File: config.mk
export PLATFORM = sky130hd
export DESIGN_NAME = joystick_deadzone_velocity_mapper_flat
export DESIGN_NICKNAME = d
export VERILOG_FILES = /design/src/hdl/jdvm_pkg.sv /design/src/hdl/jdvm_evt_if.sv /design/src/hdl/jdvm_res_if.sv /design/src/hdl/jdvm_cfg_if.sv /design/src/hdl/joystick_deadzone_velocity_mapper.sv /design/src/hdl/jdvm_muldiv.sv /design/src/flat_wrapper.sv
export SDC_FILE = /design/constraint.sdc
export NUM_CORES = 1
export LEC_CHECK = 0
export ABC_AREA = 1
export BUFFER_PORTS_ARGS = -buffer_cell sky130_fd_sc_hd__buf_2
export CAP_MARGIN = 0
export CORE_MARGIN = 1.5
export CORE_UTILIZATION = 61
export CTS_CLUSTER_DIAMETER = 60
export DETAILED_ROUTE_END_ITERATION = 12
export PLACE_DENSITY = 0.9
export SYNTH_ARGS = -nofsm -noshare
export SYNTH_HDL_FRONTEND = slang
export SYNTH_SLANG_ARGS = --single-unit
export TNS_END_PERCENT = 100
File: constraint.sdc
create_clock -name clk -period 5.94 [get_ports clk]
set_input_delay 0.891 -clock clk [delete_from_list [all_inputs] [get_ports clk]]
set_output_delay 0.891 -clock clk [all_outputs]
set_load 0.05 [all_outputs]
File: src/hdl/jdvm_pkg.sv
// Package: widths, codes, state types and control structs for the joystick velocity mapper.
package jdvm_pkg;

	localparam int KIND_W    = 8;
	localparam int IDX_W     = 8;
	localparam int LVL_W     = 16;
	localparam int VEL_W     = 16;
	localparam int CFG_W     = 15;
	localparam int REG_IDX_W = 3;
	localparam int MAG_W     = 15;
	localparam int PROD_W    = 2 * MAG_W;
	localparam int MUL_W     = MAG_W + 1;
	localparam int MUL_STEPS = MUL_W / 2;
	localparam int DIV_STEPS = MAG_W;
	localparam int CNT_W     = 4;

	localparam logic [KIND_W-2:0] KIND_BUTTON = 7'd1;
	localparam logic [KIND_W-2:0] KIND_AXIS   = 7'd2;

	localparam logic [CFG_W-1:0] DZ_MOVE_RST  = 15'd4000;
	localparam logic [CFG_W-1:0] DZ_TURN_RST  = 15'd8000;
	localparam logic [CFG_W-1:0] MAX_X_RST    = 15'd7680;
	localparam logic [CFG_W-1:0] MAX_Y_RST    = 15'd6400;
	localparam logic [CFG_W-1:0] MAX_TURN_RST = 15'd5120;

	typedef enum logic [REG_IDX_W-1:0] {
		REG_DZ_MOVE  = 3'd0,
		REG_DZ_TURN  = 3'd1,
		REG_MAX_X    = 3'd2,
		REG_MAX_Y    = 3'd3,
		REG_MAX_TURN = 3'd4
	} reg_idx_t;

	typedef enum logic [1:0] {
		TGT_NONE,
		TGT_X,
		TGT_Y,
		TGT_TURN
	} tgt_t;

	typedef enum logic [1:0] {
		ST_IDLE,
		ST_PREP,
		ST_CALC,
		ST_WRITE
	} ctl_state_t;

	typedef enum logic [1:0] {
		MD_IDLE,
		MD_MUL,
		MD_DIV,
		MD_DONE
	} md_state_t;

	typedef struct packed {
		logic             start;
		logic [MAG_W-1:0] a;
		logic [MAG_W-1:0] b;
		logic [MAG_W-1:0] dvs;
	} md_req_t;

	typedef struct packed {
		logic             busy;
		logic             done;
		logic [MAG_W-1:0] quo;
	} md_rsp_t;

endpackage

File: src/hdl/jdvm_evt_if.sv
// Interface: joystick event channel.
interface jdvm_evt_if import jdvm_pkg::*; ();
	logic              valid;
	logic              ready;
	logic [KIND_W-1:0] event_kind;
	logic [IDX_W-1:0]  event_index;
	logic signed [LVL_W-1:0] event_level;

	modport source(output valid, output event_kind, output event_index, output event_level,
		input ready);
	modport sink(input valid, input event_kind, input event_index, input event_level,
		output ready);
endinterface

File: src/hdl/jdvm_res_if.sv
// Interface: velocity result channel.
interface jdvm_res_if import jdvm_pkg::*; ();
	logic                    valid;
	logic                    ready;
	logic signed [VEL_W-1:0] vel_x;
	logic signed [VEL_W-1:0] vel_y;
	logic signed [VEL_W-1:0] vel_turn;
	logic                    enabled;

	modport source(output valid, output vel_x, output vel_y, output vel_turn, output enabled,
		input ready);
	modport sink(input valid, input vel_x, input vel_y, input vel_turn, input enabled,
		output ready);
endinterface

File: src/hdl/jdvm_cfg_if.sv
// Interface: configuration register write channel.
interface jdvm_cfg_if import jdvm_pkg::*; ();
	logic                 valid;
	logic                 ready;
	logic [REG_IDX_W-1:0] reg_index;
	logic [CFG_W-1:0]     wdata;

	modport source(output valid, output reg_index, output wdata, input ready);
	modport sink(input valid, input reg_index, input wdata, output ready);
endinterface

File: src/hdl/joystick_deadzone_velocity_mapper.sv
// Top level: joystick event decode, deadzone rescale through a serial unit, held velocity outputs.
//
//  channel | dir | handshake    | payload
//  evt     | in  | valid/ready  | event_kind[8], event_index[8], event_level[16] signed
//  res     | out | valid/ready  | vel_x, vel_y, vel_turn [16] signed Q8, enabled
//  cfg     | in  | valid/ready  | reg_index[3], wdata[15]
//
// An axis event that leaves the deadzone is rescaled by 8 radix-4 multiply steps and
// 15 restoring divide steps in jdvm_muldiv. One event is in work at a time.
// The next event is taken while the previous result waits on res.ready.
// arst_n clears held velocities and the active flag and restores the register defaults.
module joystick_deadzone_velocity_mapper import jdvm_pkg::*; #(
	parameter int unsigned AXIS_FULL_SCALE = 32767
) (
	input logic       clk,
	input logic       arst_n,
	jdvm_evt_if.sink  evt,
	jdvm_res_if.source res,
	jdvm_cfg_if.sink  cfg
);

	localparam logic [MAG_W-1:0] FULL_SCALE = MAG_W'(AXIS_FULL_SCALE);

	logic [CFG_W-1:0] dz_move_q, dz_turn_q, max_x_q, max_y_q, max_turn_q;

	ctl_state_t state_q, state_d;
	logic [KIND_W-2:0] kind_q;
	logic [IDX_W-1:0]  idx_q;
	logic [LVL_W-1:0]  lvl_q;
	tgt_t              tgt_q, tgt;
	logic              neg_q, toggle_q;
	logic [MAG_W-1:0]  val_q;

	logic signed [VEL_W-1:0] held_x_q, held_y_q, held_turn_q, new_val;
	logic                    enable_q, res_valid_q;

	logic [LVL_W-1:0] mag;
	logic [MAG_W-1:0] m, dz_sel, max_sel;
	logic             live, toggle, evt_take, out_free, load_out;
	md_req_t          md_req;
	md_rsp_t          md_rsp;

	assign cfg.ready = 1'b1;
	assign evt_take  = evt.valid && evt.ready;
	assign out_free  = !res_valid_q || res.ready;

	always_ff @(posedge clk or negedge arst_n) begin
		if (!arst_n) begin
			dz_move_q  <= DZ_MOVE_RST;
			dz_turn_q  <= DZ_TURN_RST;
			max_x_q    <= MAX_X_RST;
			max_y_q    <= MAX_Y_RST;
			max_turn_q <= MAX_TURN_RST;
		end else if (cfg.valid) begin
			case (reg_idx_t'(cfg.reg_index))
				REG_DZ_MOVE:  dz_move_q  <= cfg.wdata;
				REG_DZ_TURN:  dz_turn_q  <= cfg.wdata;
				REG_MAX_X:    max_x_q    <= cfg.wdata;
				REG_MAX_Y:    max_y_q    <= cfg.wdata;
				REG_MAX_TURN: max_turn_q <= cfg.wdata;
				default: ;
			endcase
		end
	end

	// decode and deadzone test on the latched event
	always_comb begin
		tgt = TGT_NONE;
		if (kind_q == KIND_AXIS) begin
			if (idx_q == 8'd0)
				tgt = TGT_Y;
			else if (idx_q == 8'd1)
				tgt = TGT_X;
			else if (idx_q inside {8'd2, 8'd3})
				tgt = TGT_TURN;
		end
		toggle  = (kind_q == KIND_BUTTON) && (idx_q == 8'd0) && (lvl_q == 16'd1);
		dz_sel  = (tgt == TGT_TURN) ? dz_turn_q : dz_move_q;
		case (tgt)
			TGT_X:    max_sel = max_x_q;
			TGT_Y:    max_sel = max_y_q;
			TGT_TURN: max_sel = max_turn_q;
			default:  max_sel = '0;
		endcase
		mag  = lvl_q[LVL_W-1] ? (~lvl_q + 1'b1) : lvl_q;
		m    = (mag > {1'b0, FULL_SCALE}) ? FULL_SCALE : mag[MAG_W-1:0];
		live = (m > dz_sel);
	end

	always_comb begin
		md_req.start = (state_q == ST_PREP) && (tgt != TGT_NONE) && live;
		md_req.a     = m - dz_sel;
		md_req.b     = max_sel;
		md_req.dvs   = FULL_SCALE - dz_sel;
	end

	jdvm_muldiv u_muldiv (
		.clk    (clk),
		.arst_n (arst_n),
		.req    (md_req),
		.rsp    (md_rsp)
	);

	always_comb begin
		state_d = state_q;
		case (state_q)
			ST_IDLE:  if (evt_take) state_d = ST_PREP;
			ST_PREP:  state_d = md_req.start ? ST_CALC : ST_WRITE;
			ST_CALC:  if (md_rsp.done) state_d = ST_WRITE;
			ST_WRITE: if (out_free) state_d = ST_IDLE;
			default:  state_d = ST_IDLE;
		endcase
	end

	always_comb begin
		evt.ready = (state_q == ST_IDLE);
		load_out  = (state_q == ST_WRITE) && out_free;
		new_val   = neg_q ? -$signed({1'b0, val_q}) : $signed({1'b0, val_q});
	end

	always_ff @(posedge clk or negedge arst_n) begin
		if (!arst_n)
			state_q <= ST_IDLE;
		else
			state_q <= state_d;
	end

	always_ff @(posedge clk) begin
		if (evt_take) begin
			kind_q <= evt.event_kind[KIND_W-2:0];
			idx_q  <= evt.event_index;
			lvl_q  <= evt.event_level;
		end
		if (state_q == ST_PREP) begin
			tgt_q    <= tgt;
			neg_q    <= lvl_q[LVL_W-1];
			toggle_q <= toggle;
			val_q    <= '0;
		end else if (state_q == ST_CALC && md_rsp.done) begin
			val_q <= md_rsp.quo;
		end
	end

	// held commands double as the result register
	always_ff @(posedge clk or negedge arst_n) begin
		if (!arst_n) begin
			held_x_q    <= '0;
			held_y_q    <= '0;
			held_turn_q <= '0;
			enable_q    <= 1'b0;
			res_valid_q <= 1'b0;
		end else begin
			if (load_out) begin
				case (tgt_q)
					TGT_X:    held_x_q    <= new_val;
					TGT_Y:    held_y_q    <= new_val;
					TGT_TURN: held_turn_q <= new_val;
					default: ;
				endcase
				enable_q    <= enable_q ^ toggle_q;
				res_valid_q <= 1'b1;
			end else if (res.ready) begin
				res_valid_q <= 1'b0;
			end
		end
	end

	assign res.valid    = res_valid_q;
	assign res.vel_x    = held_x_q;
	assign res.vel_y    = held_y_q;
	assign res.vel_turn = held_turn_q;
	assign res.enabled  = enable_q;

	a_start_in_prep: assert property (@(posedge clk) disable iff (!arst_n)
		md_req.start |-> state_q == ST_PREP)
		else $error("arith start outside prep");

	a_done_in_calc: assert property (@(posedge clk) disable iff (!arst_n)
		md_rsp.done |-> state_q == ST_CALC)
		else $error("arith done while not waiting");

	a_calc_busy: assert property (@(posedge clk) disable iff (!arst_n)
		(state_q == ST_CALC) |-> md_rsp.busy)
		else $error("waiting on idle arith unit");

	a_take_to_prep: assert property (@(posedge clk) disable iff (!arst_n)
		evt_take |=> state_q == ST_PREP)
		else $error("event transaction not decoded");

	a_no_min_vel: assert property (@(posedge clk) disable iff (!arst_n)
		held_x_q != 16'sh8000 && held_y_q != 16'sh8000 && held_turn_q != 16'sh8000)
		else $error("velocity out of range");

endmodule

File: src/hdl/jdvm_muldiv.sv
// Serial multiply-then-divide unit: radix-4 shift-add product, restoring bit-serial quotient.
module jdvm_muldiv import jdvm_pkg::*; (
	input  logic    clk,
	input  logic    arst_n,
	input  md_req_t req,
	output md_rsp_t rsp
);

	md_state_t state_q, state_d;
	logic [CNT_W-1:0]  cnt_q;
	logic [MAG_W-1:0]  a_q;
	logic [MAG_W-1:0]  dvs_q;
	logic [MUL_W-1:0]  bsh_q;
	logic [PROD_W-1:0] sh_q;

	logic [PROD_W-1:0] pp_hi, pp_lo, mul_nxt;
	logic [MAG_W:0]    trial, rem_nxt;
	logic              q_bit;
	logic              last_mul, last_div;

	assign last_mul = (cnt_q == CNT_W'(MUL_STEPS - 1));
	assign last_div = (cnt_q == CNT_W'(DIV_STEPS - 1));

	always_comb begin
		pp_hi   = bsh_q[MUL_W-1] ? {(PROD_W-MAG_W-1)'(0), a_q, 1'b0} : '0;
		pp_lo   = bsh_q[MUL_W-2] ? {(PROD_W-MAG_W)'(0), a_q} : '0;
		mul_nxt = {sh_q[PROD_W-3:0], 2'b00} + pp_hi + pp_lo;
		trial   = {sh_q[PROD_W-1:MAG_W], sh_q[MAG_W-1]};
		q_bit   = (trial >= {1'b0, dvs_q});
		rem_nxt = q_bit ? (trial - {1'b0, dvs_q}) : trial;
	end

	always_comb begin
		state_d = state_q;
		case (state_q)
			MD_IDLE:  if (req.start) state_d = MD_MUL;
			MD_MUL:   if (last_mul) state_d = MD_DIV;
			MD_DIV:   if (last_div) state_d = MD_DONE;
			MD_DONE:  state_d = MD_IDLE;
			default:  state_d = MD_IDLE;
		endcase
	end

	always_comb begin
		rsp.busy = (state_q != MD_IDLE);
		rsp.done = (state_q == MD_DONE);
		rsp.quo  = sh_q[MAG_W-1:0];
	end

	always_ff @(posedge clk or negedge arst_n) begin
		if (!arst_n) begin
			state_q <= MD_IDLE;
			cnt_q   <= '0;
		end else begin
			state_q <= state_d;
			if (state_q == MD_IDLE || (state_q == MD_MUL && last_mul))
				cnt_q <= '0;
			else
				cnt_q <= cnt_q + 1'b1;
		end
	end

	always_ff @(posedge clk) begin
		case (state_q)
			MD_IDLE: begin
				if (req.start) begin
					a_q   <= req.a;
					dvs_q <= req.dvs;
					bsh_q <= {1'b0, req.b};
					sh_q  <= '0;
				end
			end
			MD_MUL: begin
				sh_q  <= mul_nxt;
				bsh_q <= {bsh_q[MUL_W-3:0], 2'b00};
			end
			MD_DIV: sh_q <= {rem_nxt[MAG_W-1:0], sh_q[MAG_W-2:0], q_bit};
			default: ;
		endcase
	end

endmodule

File: src/flat_wrapper.sv
// flat-port wrapper written by rule: the top's interface ports become plain ports
module joystick_deadzone_velocity_mapper_flat import jdvm_pkg::*;
#(
	parameter int unsigned AXIS_FULL_SCALE = 32767
)
  (clk, arst_n, evt_valid, evt_event_kind, evt_event_index, evt_event_level, evt_ready, res_valid, res_vel_x, res_vel_y, res_vel_turn, res_enabled, res_ready, cfg_valid, cfg_reg_index, cfg_wdata, cfg_ready);
  jdvm_evt_if evt_i ();
  jdvm_res_if res_i ();
  jdvm_cfg_if cfg_i ();
  input logic clk;
  input logic arst_n;
  input wire logic [$bits(evt_i.valid)-1:0] evt_valid;
  input wire logic [$bits(evt_i.event_kind)-1:0] evt_event_kind;
  input wire logic [$bits(evt_i.event_index)-1:0] evt_event_index;
  input wire logic [$bits(evt_i.event_level)-1:0] evt_event_level;
  output wire logic [$bits(evt_i.ready)-1:0] evt_ready;
  output wire logic [$bits(res_i.valid)-1:0] res_valid;
  output wire logic [$bits(res_i.vel_x)-1:0] res_vel_x;
  output wire logic [$bits(res_i.vel_y)-1:0] res_vel_y;
  output wire logic [$bits(res_i.vel_turn)-1:0] res_vel_turn;
  output wire logic [$bits(res_i.enabled)-1:0] res_enabled;
  input wire logic [$bits(res_i.ready)-1:0] res_ready;
  input wire logic [$bits(cfg_i.valid)-1:0] cfg_valid;
  input wire logic [$bits(cfg_i.reg_index)-1:0] cfg_reg_index;
  input wire logic [$bits(cfg_i.wdata)-1:0] cfg_wdata;
  output wire logic [$bits(cfg_i.ready)-1:0] cfg_ready;
  assign evt_i.valid = evt_valid;
  assign evt_i.event_kind = evt_event_kind;
  assign evt_i.event_index = evt_event_index;
  assign evt_i.event_level = evt_event_level;
  assign evt_ready = evt_i.ready;
  assign res_valid = res_i.valid;
  assign res_vel_x = res_i.vel_x;
  assign res_vel_y = res_i.vel_y;
  assign res_vel_turn = res_i.vel_turn;
  assign res_enabled = res_i.enabled;
  assign res_i.ready = res_ready;
  assign cfg_i.valid = cfg_valid;
  assign cfg_i.reg_index = cfg_reg_index;
  assign cfg_i.wdata = cfg_wdata;
  assign cfg_ready = cfg_i.ready;
  joystick_deadzone_velocity_mapper #(.AXIS_FULL_SCALE(AXIS_FULL_SCALE)) u_core (.clk(clk), .arst_n(arst_n), .evt(evt_i), .res(res_i), .cfg(cfg_i));
endmodule
==> flow_summary.json <==
{
  "cts_setup_buffers": 0,
  "crit_type": "reg -> reg",
  "critPathCaptureType": "register",
  "required_ns": 6.14,
  "worstReg2RegEnd": "u_core.u_muldiv.sh_q[28]$_DFFE_PP_",
  "synth.avg_cell_area_um2": 8.06,
  "stdcell_count": 2272,
  "hold_buffers": 0,
  "fmax_mhz": 209,
  "fill_cells": 1727,
  "drv_slew": 0,
  "tns_ns": 0,
  "via_per_inst": 5.67,
  "ant_nets": 0,
  "core_area_um2": 23600,
  "final_layout_size_suffix_gt1_frac": 0.113,
  "cts_tree": "built",
  "place_inst": 2218,
  "worstSetupStartpointType": "register",
  "portBuffers": 104,
  "synthesis.nets": 1964,
  "grt.total_usage": 0.304,
  "seq_area_frac_synth": 0.473,
  "arrival_ns": 4.98,
  "min_period_ns": 4.78,
  "hold-path-endpoint": "u_core.res.vel_x[1]$_DFFE_PN0P_",
  "r2r_cells": 18,
  "numCtsBuffers": 29,
  "ir_worst_vdd_mv": 0.314,
  "cp_slowest_stage_delay_ns": 0.90,
  "path_delay_family": "simple AND/OR/NAND/NOR gates",
  "rows": 56,
  "final_nets": 2061,
  "first_iter_violations": 1186,
  "die-height_um": 159,
  "cts-root-buf": "clkbuf_16",
  "hold_violations": 0,
  "clk_pin_slew_ns": 0.06,
  "hold_ws_ns": 0.464,
  "ff2ff_setup_slack_ns": 1.16,
  "crit_path_cell_trace": "nor2_1 > nand2_1 > nor2_1 > nand2_1 > nor2_2 > mux2i_1 > ha_1 > nand2_1 > o21ai_0 > nand2_1 > nand2_1 > nand3_1 > nand2_1 > nand2_1 > nand2_1 > inv_1 > nor2_2 > buf_4",
  "rsz0062_at_grt": "no",
  "grt_start_max_net_pins": 82,
  "start_util": 0.626,
  "antenna_found_initial": 0,
  "critPathMaxFanout": 30,
  "syn_to_final_growth_pct": 11.8,
  "powerDensity_nw_per_um2": 250,
  "num_io_pins": 107,
  "antennaDiodeCount": 0,
  "leakagePower_nw": 8.21,
  "drt-total-wl_um": 37100,
  "hpwlAfterDp_um": 25900,
  "netlist_instances": 1833,
  "fp.dieW_um": 159,
  "die_area_um2": 25200,
  "grt-ovfl-total": 0,
  "worst_slew_pin_slew_ns": 1.16,
  "timing.rr.start": "u_core.kind_q[3]$_DFFE_PP_",
  "wl_per_cell_um": 16.3,
  "slowest_stage": "nor2_2",
  "clk_latency_ns": 0.56,
  "synth_seq_cells": 259,
  "grt_pass1_wl_um": 60400,
  "clockBufferDepth": 3,
  "max_slew_margin": 0.226,
  "hp-class": "reg -> reg",
  "p_total_mw": 4.13,
  "cts.sinks": 259,
  "hold_path_startpoint": "u_core.res.vel_x[1]$_DFFE_PN0P_",
  "vias": 12900,
  "synth_area_um2": 14800,
  "htreeDepth": 1,
  "drt_first_pass_iters": 6,
  "status": "finished clean",
  "ctsResizeCount": 0,
  "max_cap_violations": 0,
  "period_share": 0.805,
  "min_delay_path_depth": 2,
  "place_congestion": 0.946,
  "yosys_warnings": 0,
  "setup_viol": 0,
  "cp_common_cell": "nand2_1",
  "clock_skew_ns": 0.0174,
  "cp_num_buf_inv": 2,
  "grt_pass1_vias": 12500,
  "utilization": 0.700,
  "synth_cell_types": 47,
  "route.detailed.drc": 0
}
-- worst max path at each step --
stage / from / end / slack, ns / cells after the start
2_1_floorplan: u_core.kind_q[0]$_DFFE_PP_ / u_core.u_muldiv.sh_q[0]$_DFFE_PP_ / 1.66 / 18
3_3_place_gp: u_core.idx_q[3]$_DFFE_PP_ / u_core.u_muldiv.sh_q[27]$_DFFE_PP_ / 1.60 / 18
3_5_place_dp: u_core.idx_q[5]$_DFFE_PP_ / u_core.u_muldiv.sh_q[29]$_DFFE_PP_ / 1.44 / 18
4_1_cts: u_core.idx_q[3]$_DFFE_PP_ / u_core.u_muldiv.sh_q[28]$_DFFE_PP_ / 1.28 / 18
5_1_grt: u_core.kind_q[3]$_DFFE_PP_ / u_core.u_muldiv.sh_q[28]$_DFFE_PP_ / 0.82 / 18
6_report: u_core.kind_q[3]$_DFFE_PP_ / u_core.u_muldiv.sh_q[28]$_DFFE_PP_ / 1.16 / 18
-- worst reg2reg max path, cell delays in order, from the launching register on --
cell and delay (ns):
edfxtp_1 0.39, nor2_1 0.24, nand2_1 0.08, nor2_1 0.08
nand2_1 0.14, nor2_2 0.90, mux2i_1 0.30, ha_1 0.45
nand2_1 0.11, o21ai_0 0.47, nand2_1 0.10, nand2_1 0.14
nand3_1 0.11, nand2_1 0.07, nand2_1 0.11, nand2_1 0.14
inv_1 0.08, nor2_2 0.10, buf_4 0.40
-- report_power, final --
part           internal (mW)  total, mW  switching (mW)
registers               1.99       2.05          0.0602
logic                  0.111      0.312           0.201
clock network           1.01       1.76           0.751
total                   3.12       4.13            1.01
-- cells by family after synthesis --
group | share of synthesized area
adder cells (fa/ha/maj) | 0.0725
AND/OR/NAND/NOR | 0.262
other | 0.000254
flip-flops | 0.473
XOR/XNOR | 0.0219
multiplexers | 0.00948
AO/OA/AOI/OAI | 0.0873
buffers and inverters | 0.0737
-- stage by stage --
| step | area, um2 | worst slack, ns |
|---|---|---|
| finish | 16500 | 1.16 |
| global route | 16500 | 0.822 |
| CTS | 16500 | 1.28 |
| detailed placement | 15600 | 1.44 |
| global placement | 15600 | 1.60 |
| floorplan | 14800 | 1.66 |
-- sequential cells by signal, indices dropped and copies added (netlist names), 2 cells and up --
name,count
u_core.dz_move_q,15
u_core.dz_turn_q,15
u_core.idx_q,8
u_core.kind_q,7
u_core.lvl_q,16
u_core.max_turn_q,15
u_core.max_x_q,15
u_core.max_y_q,15
u_core.res.vel_turn,16
u_core.res.vel_x,16
u_core.res.vel_y,16
u_core.state_q,2
u_core.tgt_q,2
u_core.u_muldiv.a_q,15
u_core.u_muldiv.bsh_q,16
u_core.u_muldiv.cnt_q,4
u_core.u_muldiv.dvs_q,15
u_core.u_muldiv.sh_q,30
u_core.u_muldiv.state_q,2
u_core.val_q,15
-- per-layer routing --
metal / vias to the layer above / wire, um / track usage
li1: 6129 / - / -
met1: 5987 / 14700 / 0.394
met2: 673 / 18000 / 0.524
met3: 97 / 3150 / 0.0457
met4: 0 / 1210 / 0.104
met5: - / 0 / 0
-- cell usage after synthesis (all sizes together) --
library cell  instances  area share
nor3                 16      0.0068
edfxtp              111        0.23
o21ai               126       0.043
conb                  1     0.00025
xor2                 31       0.018
clkinv                3     0.00076
nor2                133       0.035
dfrtp               112        0.19
nand4                18      0.0080
nand3b                7      0.0036
a21boi                1     0.00051
dfstp                21       0.037
nor4                  2     0.00085
buf                   9      0.0044
a21oi                80       0.029
clkbuf               39      0.0099
inv                 231       0.059
nor3b                 1     0.00051
a31oi                 7      0.0030
o211a                 1     0.00068
xnor2                 6      0.0036
dfxtp                15       0.020
mux2i                14      0.0095
fa                   16       0.022
nand3               140       0.048
and2                  1     0.00042
or2                   8      0.0034
a21o                  4      0.0020
a22o                 14      0.0083
or3                   1     0.00042
nand2               602        0.15
ha                   60       0.051
o21bai                2      0.0010
-- area by class of cell --
cell class / count / area [um2] / share of cell area
Inverter: 234 / 878 / 0.0532
Timing Repair Buffer: 114 / 598 / 0.0362
Sequential cell: 259 / 6990 / 0.423
Clock inverter: 14 / 135 / 0.00818
Tap cell: 319 / 399 / 0.0242
Multi-Input combinational cell: 1292 / 6710 / 0.406
Clock buffer: 40 / 808 / 0.0489
-- layout by cell type (no fill, tap or decap), drive strengths merged --
master    count
ha           60
clkinvlp      1
nand3       140
or2           8
clkinv       11
a21o          4
nand2       602
nor4          2
or3           1
a21boi        1
edfxtp      111
xor2         31
fa           16
dfstp        21
a21oi        80
dfrtp       112
o211a         1
buf         114
o21bai        2
mux2i        14
nor3b         1
nand4        18
nand3b        7
a31oi         7
nor2        133
bufinv        1
xnor2         6
dfxtp        15
and2          1
o21ai       126
conb          1
inv         235
a22o         14
nor3         16
clkbuf       40
Power figures use the tool's default switching activity.
